===== src/rtl/core/dotq_pkg.sv =====
// dotq_pkg: shared types and codes for the deadline ordered task queue
// used by deadline_ordered_task_queue and the tb bench
`default_nettype none
package dotq_pkg;
   localparam int unsigned RecordWidth = 161;

   typedef enum logic [1:0] {
      ACT_INSERT = 2'd0,
      ACT_LOOKUP = 2'd1,
      ACT_REMOVE = 2'd2,
      ACT_NONE   = 2'd3
   } action_type;

   typedef enum logic [1:0] {
      ST_DONE     = 2'd0,
      ST_NOTFOUND = 2'd1,
      ST_FULL     = 2'd2,
      ST_RSVD     = 2'd3
   } status_type;

   typedef struct packed {
      logic [31:0] completion;
      logic [31:0] release_t;
      logic        kind;
      logic [31:0] handle;
      logic [31:0] deadline;
      logic [31:0] id;
   } record_type;

   typedef enum logic [2:0] {
      S_IDLE,
      S_SCAN,
      S_SHIFT_UP,
      S_SHIFT_DOWN,
      S_OUT
   } state_type;
endpackage
`default_nettype wire


===== src/rtl/core/dotq_ram.sv =====
// dotq_ram: generic single write port ram with registered read
// no dependencies
`default_nettype none
module dotq_ram #(
   parameter int unsigned Width = 8,
   parameter int unsigned Depth = 16
) (
   input  wire logic                     clock,
   input  wire logic                     wr_en,
   input  wire logic [$clog2(Depth)-1:0] wr_addr,
   input  wire logic [Width-1:0]         wr_data,
   input  wire logic [$clog2(Depth)-1:0] rd_addr,
   output logic      [Width-1:0]         rd_data
);
   logic [Width-1:0] mem [Depth];

   always_ff @(posedge clock) begin
      if (wr_en) begin
         mem[wr_addr] <= wr_data;
      end
      rd_data <= mem[rd_addr];
   end
endmodule
`default_nettype wire


===== src/rtl/core/deadline_ordered_task_queue.sv =====
// deadline_ordered_task_queue: sorted earliest deadline first task table
// depends on dotq_pkg and dotq_ram
//
// usage: requests come in on req_ (tvalid/tready/tdata), one response per
// request leaves on rsp_. records sit in one ram in deadline order, slot 0 is
// the head. a request is taken only while the block is idle.
// insert: one read per slot scanned from the tail down, each slot with a
//   deadline not below the new one moves up by one.
// lookup: slots read from the head until a match.
// remove: lookup, then each following slot moves down by one.
// the record ram has a single read and a single write port, so slots are
// read and moved one at a time.
// reset clears the count and control state; ram contents need no clearing.
// a stalled rsp_ keeps the response in its output register; the next request
// is taken once the response has left.
`default_nettype none
module deadline_ordered_task_queue #(
   parameter int unsigned CAPACITY = 16
) (
   input  wire logic         clock,
   input  wire logic         reset,
   input  wire logic         req_tvalid,
   output logic              req_tready,
   // action[1:0], task_id[33:2], deadline[65:34], handle[97:66],
   // task_kind[98], release_at[130:99], finish_at[162:131], zero pad
   input  wire logic [167:0] req_tdata,
   output logic              rsp_tvalid,
   input  wire logic         rsp_tready,
   // status[1:0], found_id[33:2], found_deadline[65:34], found_handle[97:66],
   // found_kind[98], found_release[130:99], found_completion[162:131],
   // entry_count[167:163]
   output logic [167:0]      rsp_tdata
);
   import dotq_pkg::*;

   localparam int unsigned AW = (CAPACITY > 1) ? $clog2(CAPACITY) : 1;
   localparam int unsigned CW = $clog2(CAPACITY + 1);

   state_type        state_ff, state_in;
   logic [CW-1:0]    count_ff, count_in;
   logic [CW-1:0]    idx_ff, idx_in;
   logic             rd_wait_ff, rd_wait_in;
   action_type       act_ff, act_in;
   record_type       req_rec_ff, req_rec_in;
   record_type       out_rec_ff, out_rec_in;
   status_type       status_ff, status_in;
   logic             rsp_valid_ff, rsp_valid_in;

   logic             wr_en;
   logic [AW-1:0]    wr_addr, rd_addr;
   record_type       wr_data, rd_data;

   dotq_ram #(.Width(RecordWidth), .Depth(CAPACITY)) u_ram (
      .clock  (clock),
      .wr_en  (wr_en),
      .wr_addr(wr_addr),
      .wr_data(wr_data),
      .rd_addr(rd_addr),
      .rd_data(rd_data)
   );

   always_ff @(posedge clock) begin
      if (reset) begin
         state_ff     <= S_IDLE;
         count_ff     <= '0;
         rsp_valid_ff <= 1'b0;
         rd_wait_ff   <= 1'b0;
      end else begin
         state_ff     <= state_in;
         count_ff     <= count_in;
         rsp_valid_ff <= rsp_valid_in;
         rd_wait_ff   <= rd_wait_in;
      end
      idx_ff     <= idx_in;
      act_ff     <= act_in;
      req_rec_ff <= req_rec_in;
      out_rec_ff <= out_rec_in;
      status_ff  <= status_in;
   end

   assign req_tready = (state_ff == S_IDLE) && !rsp_valid_ff;
   assign rsp_tvalid = rsp_valid_ff;
   assign rsp_tdata  = {5'(count_ff), out_rec_ff, status_ff};

   always_comb begin
      state_in     = state_ff;
      count_in     = count_ff;
      idx_in       = idx_ff;
      rd_wait_in   = 1'b0;
      act_in       = act_ff;
      req_rec_in   = req_rec_ff;
      out_rec_in   = out_rec_ff;
      status_in    = status_ff;
      rsp_valid_in = rsp_valid_ff && !rsp_tready;
      wr_en        = 1'b0;
      wr_addr      = idx_ff[AW-1:0];
      wr_data      = rd_data;
      rd_addr      = idx_ff[AW-1:0];
      unique case (state_ff)
         S_IDLE: begin
            if (req_tvalid && req_tready) begin
               act_in     = action_type'(req_tdata[1:0]);
               req_rec_in = record_type'(req_tdata[162:2]);
               out_rec_in = '0;
               unique case (action_type'(req_tdata[1:0]))
                  ACT_INSERT: begin
                     if (count_ff == CW'(CAPACITY)) begin
                        status_in = ST_FULL;
                        state_in  = S_OUT;
                     end else if (count_ff == '0) begin
                        idx_in   = '0;
                        state_in = S_SHIFT_UP;
                     end else begin
                        // read from the tail slot down
                        idx_in     = count_ff - 1'b1;
                        rd_wait_in = 1'b1;
                        state_in   = S_SHIFT_UP;
                     end
                  end
                  ACT_LOOKUP, ACT_REMOVE: begin
                     idx_in     = '0;
                     rd_wait_in = (count_ff != '0);
                     status_in  = ST_NOTFOUND;
                     state_in   = (count_ff == '0) ? S_OUT : S_SCAN;
                  end
                  default: begin
                     status_in = ST_NOTFOUND;
                     state_in  = S_OUT;
                  end
               endcase
            end
         end
         S_SCAN: begin
            if (!rd_wait_ff) begin
               if (rd_data.id == req_rec_ff.id) begin
                  out_rec_in = rd_data;
                  status_in  = ST_DONE;
                  if (act_ff == ACT_REMOVE) begin
                     idx_in     = idx_ff + 1'b1;
                     rd_wait_in = (idx_ff + 1'b1 < count_ff);
                     state_in   = S_SHIFT_DOWN;
                  end else begin
                     state_in = S_OUT;
                  end
               end else if (idx_ff + 1'b1 >= count_ff) begin
                  state_in = S_OUT;
               end else begin
                  idx_in     = idx_ff + 1'b1;
                  rd_wait_in = 1'b1;
               end
            end
         end
         S_SHIFT_DOWN: begin
            // idx_ff is the slot read; it moves to idx_ff - 1
            if (idx_ff >= count_ff) begin
               count_in  = count_ff - 1'b1;
               state_in  = S_OUT;
            end else if (!rd_wait_ff) begin
               wr_en      = 1'b1;
               wr_addr    = AW'(idx_ff - 1'b1);
               wr_data    = rd_data;
               idx_in     = idx_ff + 1'b1;
               rd_wait_in = (idx_ff + 1'b1 < count_ff);
            end
         end
         S_SHIFT_UP: begin
            // idx_ff is the slot read, or the insert slot when no read waits
            if (rd_wait_ff) begin
               rd_wait_in = 1'b0;
            end else if (idx_ff < count_ff && !(rd_data.deadline < req_rec_ff.deadline)
                         && state_ff == S_SHIFT_UP && act_ff == ACT_INSERT
                         && idx_ff != count_ff) begin
               wr_en   = 1'b1;
               wr_addr = AW'(idx_ff + 1'b1);
               wr_data = rd_data;
               if (idx_ff == '0) begin
                  idx_in = CW'(CAPACITY); // marks insert at head
                  state_in = S_SHIFT_UP;
                  act_in   = ACT_NONE;
               end else begin
                  idx_in     = idx_ff - 1'b1;
                  rd_wait_in = 1'b1;
               end
            end else begin
               // write new record: above idx_ff, at idx_ff when empty, head when marked
               wr_en    = 1'b1;
               wr_data  = req_rec_ff;
               if (act_ff == ACT_NONE || count_ff == '0) begin
                  wr_addr = '0;
               end else begin
                  wr_addr = AW'(idx_ff + 1'b1);
               end
               count_in  = count_ff + 1'b1;
               status_in = ST_DONE;
               state_in  = S_OUT;
            end
         end
         S_OUT: begin
            rsp_valid_in = 1'b1;
            state_in     = S_IDLE;
         end
         default: state_in = S_IDLE;
      endcase
   end

`ifndef ASSERT_OFF
   a_count_range: assert property (@(posedge clock) disable iff (reset)
      count_ff <= CW'(CAPACITY))
      else $error("count above capacity");
   a_no_take_busy: assert property (@(posedge clock) disable iff (reset)
      (req_tvalid && req_tready) |=> (state_ff != S_IDLE))
      else $error("request taken without work");
   a_full_no_grow: assert property (@(posedge clock) disable iff (reset)
      (rsp_tvalid && rsp_tdata[1:0] == ST_FULL) |-> (count_ff == CW'(CAPACITY)))
      else $error("full status with room left");
`endif
endmodule
`default_nettype wire


===== config.mk =====
export PLATFORM = sky130hd
export DESIGN_NAME = deadline_ordered_task_queue
export DESIGN_NICKNAME = d
export VERILOG_FILES = /design/src/rtl/core/dotq_pkg.sv /design/src/rtl/core/dotq_ram.sv /design/src/rtl/core/deadline_ordered_task_queue.sv
export SDC_FILE = /design/constraint.sdc
export NUM_CORES = 2
export LEC_CHECK = 0
export ABC_CLOCK_PERIOD_IN_PS = 14450
export BUFFER_PORTS_ARGS = -buffer_cell sky130_fd_sc_hd__buf_2
export CAP_MARGIN = 10
export CORE_ASPECT_RATIO = 0.5
export CORE_UTILIZATION = 51
export CTS_CLUSTER_SIZE = 20
export DETAILED_ROUTE_END_ITERATION = 6
export GPL_ROUTABILITY_DRIVEN = 0
export PLACE_DENSITY = 0.7
export SLEW_MARGIN = 15
export SYNTH_ARGS = -nofsm -noshare
export SYNTH_HDL_FRONTEND = slang
export SYNTH_SLANG_ARGS = --single-unit
export TNS_END_PERCENT = 10

===== constraint.sdc =====
create_clock -name clock -period 14.45 [get_ports clock]
set_input_delay 2.89 -clock clock [delete_from_list [all_inputs] [get_ports clock]]
set_output_delay 2.89 -clock clock [all_outputs]
set_load 0.05 [all_outputs]

Word level (Yosys, flattened, before mapping) --
Memories as Yosys holds them, arrays and structs flattened. A register that Yosys moved wholly into a read port is not among the register bits. Cells that the tools add are included.
Storage, ports and cells: register bits 341, bits in latches 0, memory bits (writable) 2576, bits in read-only memories 0, bits of input ports 172, output and inout port bits 170, memories kept 1
Operators by class: add/sub/neg operators 4, multiply operators 0, div/mod/pow operators 0, order comparisons 5, eq/ne operators 28, shift operators 0, multiplexer cells 77, bitwise gates (word level) 0, reduce and logical (&&, ||, !) cells 30
Memory list:
- u_ram.mem | words 16, width 161, read ports 1, clocked after Yosys merged registers in 1, wr ports 1, line dotq_ram.sv:15 | logic [Width-1:0] mem [Depth];
Operator list (count):
- 161-bit two-way mux | 6
- 161-bit case mux with 2 select lines | 1
- 5-bit two-way mux | 15
- 3-bit two-way mux | 11
- 32-bit equality test | 1
- 32-bit < comparator | 1
- 2-bit two-way mux | 11
- 4-bit two-way mux | 5
- 5-bit case mux with 2 select lines | 2
- 5-bit case mux with 4 select lines | 1
- 1-bit two-way mux | 17
- 3-bit inequality test, second input constant | 5
- 2-bit inequality test, second input constant | 7
- 3-bit case mux with 4 select lines | 1
- 11-bit AND reduction | 1
- 5-bit by 1-bit adder with 5-bit output, second input constant | 2
- 5-bit >= comparator | 2
- 5-bit logical NOT | 2
- 5-bit < comparator | 2
- 5-bit by 1-bit subtractor with 5-bit output, second input constant | 2
- 4-bit case mux with 2 select lines | 1
- 4-bit AND reduction | 2
- 1-bit logical AND | 7
- 7-bit AND reduction | 1
- other kinds (27) | 38

Longest topological paths before layout --
word-level depth 9, gate-level depth with buffers 15, depth with buffers taken out 10

By module --
From an unflattened synthesis, not the netlist that was laid out.
Second synthesis, totals: cells, all modules 5309, area, all modules 116070.1 um2
By module, submodules not included:
- dotq_ram | instances 1, cells an instance 4208, area each 99905.8 um2, seq. area each 80577.3 um2
- deadline_ordered_task_queue | instances 1, cells an instance 1101, area each 16164.3 um2, seq. area each 10139.7 um2

Worst setup path before layout --
Ideal clock, no wire load.
path kind reg-to-reg, start register idx_ff[0], end memory u_ram.mem[9][0] in the netlist's numbering, enable pin, setup time 0.913 ns, data arrival time 14.860 ns, slack -1.322 ns, stages on the path, launching flop included 14, buffers on the path 4, period minus slack after synthesis 15.772 ns, cells stage by stage edfxtp_1 > clkbuf_1 > clkbuf_1 > buf_1 > inv_1 > ha_1 > nand2b_1 > a31oi_1 > o211ai_1 > nor3_1 > o21ai_0 > a21oi_1 > clkbuf_1 > nor3b_1
Between the ends: word-level cells in the longest chain between the ends 8, elaborated cells between the ends (all ways) 19, classes of those cells add/sub: 2; order compare: 2; eq/ne: 1; mux: 10; reduce/logical: 4
Ends and longest elaborated chain:
- from (decl) | line deadline_ordered_task_queue.sv:41 | logic [CW-1:0] idx_ff, idx_in;
- from (signal assigned) | line deadline_ordered_task_queue.sv:74 | idx_ff <= idx_in;
- 5-bit < comparator | line deadline_ordered_task_queue.sv:170 | end else if (idx_ff < count_ff && !(rd_data.deadline < req_rec_ff.deadline)
- 1-bit logical AND | line deadline_ordered_task_queue.sv:170
- 1-bit logical AND (2 in a row) | line deadline_ordered_task_queue.sv:171 | && state_ff == S_SHIFT_UP && act_ff == ACT_INSERT
- 1-bit logical AND | line deadline_ordered_task_queue.sv:172 | && idx_ff != count_ff) begin
- 4-bit two-way mux | line deadline_ordered_task_queue.sv:170
- 4-bit two-way mux | line deadline_ordered_task_queue.sv:168 | if (rd_wait_ff) begin
- 4-bit case mux with 2 select lines | line deadline_ordered_task_queue.sv:99 | unique case (state_ff)
- to (decl) | line dotq_ram.sv:15
Parallel ways exist; a longest one is shown, timed or not.

Worst setup path in the final report --
start register req_rec_ff[63] in the netlist's numbering, end memory u_ram.mem[9][160] in the netlist's numbering, enable pin
Between the ends: word-level cells in the longest chain between the ends 9
Ends and longest elaborated chain:
- from (decl) | line deadline_ordered_task_queue.sv:44 | record_type req_rec_ff, req_rec_in;
- from (signal assigned) | line deadline_ordered_task_queue.sv:76 | req_rec_ff <= req_rec_in;
- 32-bit < comparator | line deadline_ordered_task_queue.sv:170
- 1-bit logical NOT | line deadline_ordered_task_queue.sv:170
- 1-bit logical AND | line deadline_ordered_task_queue.sv:170
- 1-bit logical AND (2 in a row) | line deadline_ordered_task_queue.sv:171
- 1-bit logical AND | line deadline_ordered_task_queue.sv:172
- 4-bit two-way mux | line deadline_ordered_task_queue.sv:170
- 4-bit two-way mux | line deadline_ordered_task_queue.sv:168
- 4-bit case mux with 2 select lines | line deadline_ordered_task_queue.sv:99
No other way between the ends.

==> results.sh <==
export IMPL_status="complete, no violations"
export IMPL_cts_root_buf="clkbuf_16"
export IMPL_tightest_slew_ns=1.21
export IMPL_postRouteWirelength_um=259000
export IMPL_synth_edf_count=2907
export IMPL_rsz0062_at_grt="false"
export IMPL_dieArea_sq_um=229000
export IMPL_die_x_um=675
export IMPL_setup_tns_ns=0
export IMPL_clockPowerShare=0.263
export IMPL_routedWlPerCell_um=30.3
export IMPL_clk_pin_slew_ns=0.07
export IMPL_synth_seq_area_share=0.785
export IMPL_max_freq_ghz=0.155
export IMPL_pwr_share_seq=0.461
export IMPL_via_per_inst=6.21
export IMPL_core_sq_um=225000
export IMPL_holdWs_ns=0.537
export IMPL_intPower_mw=18.7
export IMPL_cap_violations=0
export IMPL_switching_power_mw=8.02
export IMPL_cts_resized=0
export IMPL_crit_required_ns=14.87
export IMPL_initial_utilization=0.513
export IMPL_grt_pass1_wl_um=375000
export IMPL_drtAntennaViolNets=0
export IMPL_port_buffers=336
export IMPL_synth_cell_types=60
export IMPL_rrSetupSlack_ns=8.01
export IMPL_synth_nets=5093
export IMPL_worstReg2RegEnd="u_ram.mem[9][160]"
export IMPL_synth_ff_type="edfxtp_1"
export IMPL_clock_path_buffers=4
export IMPL_layout_min_cycle_time_ns=6.44
export IMPL_hold_viol_final=0
export IMPL_hp_class="reg2reg"
export IMPL_whs_path_depth=2
export IMPL_cts_max_level=5
export IMPL_area_delta_synth_final_pct=12.1
export IMPL_drt_pass1_iter_count=6
export IMPL_clock_sinks=3078
export IMPL_powerDensity_nw_per_um2=206
export IMPL_ys_async_sr_fraction=0
export IMPL_endpoint_kind="flip-flop"
export IMPL_slew_viol_final=0
export IMPL_cts_made_buffers=274
export IMPL_slew_headroom=0.195
export IMPL_drt_iter0_markers=5988
export IMPL_cts_tree="done"
export IMPL_skew_ns=0.0427
export IMPL_vdd_drop_max_v=0.000193
export IMPL_holdPathEnd="count_ff[1]"
export IMPL_p_leak_nw=41.6
export IMPL_fp_row_count=123
export IMPL_finalWorstSetupSlack_ns=8.01
export IMPL_io_pins=342
export IMPL_dr_total_vias=53000
export IMPL_drive_above_1_share=0.308
export IMPL_grtUsageTotal=0.225
export IMPL_placed_cell_area_sq_um=121000
export IMPL_antenna_found_initial=3
export IMPL_synthCells=4872
export IMPL_setup_viol=0
export IMPL_final_period_utilization=0.446
export IMPL_fp_dieH_um=339
export IMPL_crit_arrival_ns=6.86
export IMPL_r2r_start="req_rec_ff[63]"
export IMPL_combPwrFrac=0.276
export IMPL_nNetsFinal=5552
export IMPL_worstRegToRegCells=10
export IMPL_power_mw=26.7
export IMPL_ys_ff_latch=3078
export IMPL_swShare=0.300
export IMPL_syn_avg_cell_area_sq_um=23.7
export IMPL_critical_path_max_fanout=50
export IMPL_post_cts_setup_buffer_count=0
export IMPL_crit_type="reg2reg"
export IMPL_synthesis_area_sq_um=116000
export IMPL_grt_max_degree=161
export IMPL_final_area_sq_um=129000
export IMPL_worstHoldStart="count_ff[1]"
export IMPL_yosys_warnings=0
export IMPL_dp_hpwl_um=129000
export IMPL_n_fill_cell=15700
export IMPL_ctsHoldBuffers=0
export IMPL_cp_start_kind="flip-flop"
export IMPL_pre_cts_slack_ns=7.89
export IMPL_clock_latency_ns=0.84
export IMPL_grt_overflow=0
export IMPL_drc_errors=0
export IMPL_grt_pass1_vias=54600
[synthesized netlist by cell type, types with 4 or more instances]
| cell type | instances | area share |
|---|---|---|
| nand4_1 | 18 | 0.00097 |
| and3_1 | 162 | 0.0088 |
| nor2_1 | 26 | 0.00084 |
| clkbuf_1 | 166 | 0.0054 |
| nand3_1 | 7 | 0.00030 |
| nand2_1 | 29 | 0.00094 |
| nor3_1 | 27 | 0.0012 |
| nor3b_1 | 6 | 0.00039 |
| a211oi_1 | 7 | 0.00045 |
| a21oi_1 | 32 | 0.0014 |
| o21ai_0 | 24 | 0.0010 |
| mux4_2 | 805 | 0.16 |
| o211ai_1 | 13 | 0.00084 |
| a211o_1 | 4 | 0.00030 |
| mux2_1 | 90 | 0.0088 |
| ha_1 | 49 | 0.0053 |
| dfxtp_1 | 171 | 0.030 |
| buf_2 | 8 | 0.00035 |
| buf_1 | 67 | 0.0022 |
| inv_1 | 48 | 0.0016 |
| nor2b_1 | 9 | 0.00049 |
| a221oi_1 | 6 | 0.00045 |
| edfxtp_1 | 2907 | 0.76 |
| nand2b_1 | 5 | 0.00027 |
| o31ai_1 | 4 | 0.00026 |
| buf_6 | 9 | 0.00088 |
| mux2_2 | 73 | 0.0071 |
| nor4_1 | 6 | 0.00033 |
| or3_1 | 5 | 0.00027 |
| xnor2_1 | 38 | 0.0029 |
[sequential cells by signal, indices dropped and copies added, names as in the netlist]
| name | count |
|---|---|
| act_ff | 2 |
| count_ff | 5 |
| idx_ff | 5 |
| rd_wait_ff | 1 |
| req_rec_ff | 161 |
| rsp_tdata | 161 |
| rsp_tvalid | 1 |
| state_ff | 3 |
| status_ff | 2 |
| u_ram.mem | 2576 |
| u_ram.rd_data | 161 |
[placed cells by master (no fill, tap or decap), drive strengths merged, types with 4 or more instances in the layout]
cell,n
a21oi,32
dfxtp,171
nor2,26
a211oi,7
bufinv,11
nor2b,9
o21ai,25
a221oi,6
clkinvlp,6
nand4,18
nor4,6
mux2,163
or3,5
ha,49
and3,162
a211o,4
inv,58
nor3,28
mux4,805
xnor2,38
nand2b,5
nand3,7
o31ai,4
buf,434
nand2,29
o211ai,13
edfxtp,2907
clkinv,68
nor3b,6
a21boi,4
clkbuf,388
[routing by layer]
metal / share of wire / GRT usage / up-vias
met4: 0.032 / 0.0691 / 4
met3: 0.069 / 0.0305 / 473
met5: 0.00010 / 0 / -
li1: - / - / 21600
met2: 0.50 / 0.374 / 2388
met1: 0.40 / 0.315 / 28500
[worst max-delay path, cell delays in order (launching register included)]
cell      delay, ns
edfxtp_1       0.48
inv_1          0.09
ha_1           0.35
nand4_1        0.32
nor4_2         0.74
a21boi_1       0.59
o21ai_0        0.24
a21oi_1        0.90
nor3b_4        0.33
buf_4          0.90
buf_4          0.96
[cells by family after synthesis]
logic type,Yosys count,share of synthesized area
fa+ha+maj,49,0.00531
xor+xnor,39,0.00296
compound gates,125,0.00724
buf+inv,299,0.0104
simple gates,311,0.0156
mux,971,0.173
flops,3078,0.785
[worst max path at each step]
stage | from | to | slack (ns) | depth (start not counted)
finish | req_rec_ff[63] | u_ram.mem[9][160] | 8.01 | 10
detailed placement | req_rec_ff[63] | u_ram.mem[9][105] | 7.89 | 10
CTS | req_rec_ff[63] | u_ram.mem[9][160] | 7.83 | 10
floorplan | idx_ff[0] | u_ram.mem[10][0] | -1.15 | 12
global placement | req_rec_ff[63] | u_ram.mem[9][105] | 7.99 | 10
global route | req_rec_ff[63] | u_ram.mem[9][160] | 7.73 | 10
[area by class of cell]
cell class	count	area [sq um]	area share
Tap cell	3000	3750	0.0290
Sequential cell	3078	90700	0.701
Multi-Input combinational cell	1495	23700	0.183
Clock inverter	95	830	0.00641
Antenna cell	2	5.00	0.0000387
Clock buffer	388	7660	0.0592
Timing Repair Buffer	434	2580	0.0200
Inverter	48	193	0.00149
[through the flow]
| step | utilization | cells |
|---|---|---|
| finish | 0.575 | 8540 |
| global route | 0.575 | 8538 |
| CTS | 0.575 | 8537 |
| floorplan | - | 4872 |
| global placement | 0.538 | 8054 |
| detailed placement | 0.538 | 8054 |
[power groups by stage]
stage / clock [mW] / sequential (mW) / combinational, mW
CTS: 7.13 / 12.3 / 7.45
global placement: 0 / 12.5 / 7.17
global route: 7.45 / 12.4 / 7.87
detailed placement: 0 / 12.5 / 7.42
finish: 7.02 / 12.3 / 7.38
floorplan: 0 / 13.0 / 4.86
No activity file was read; power rests on OpenSTA's default activity.
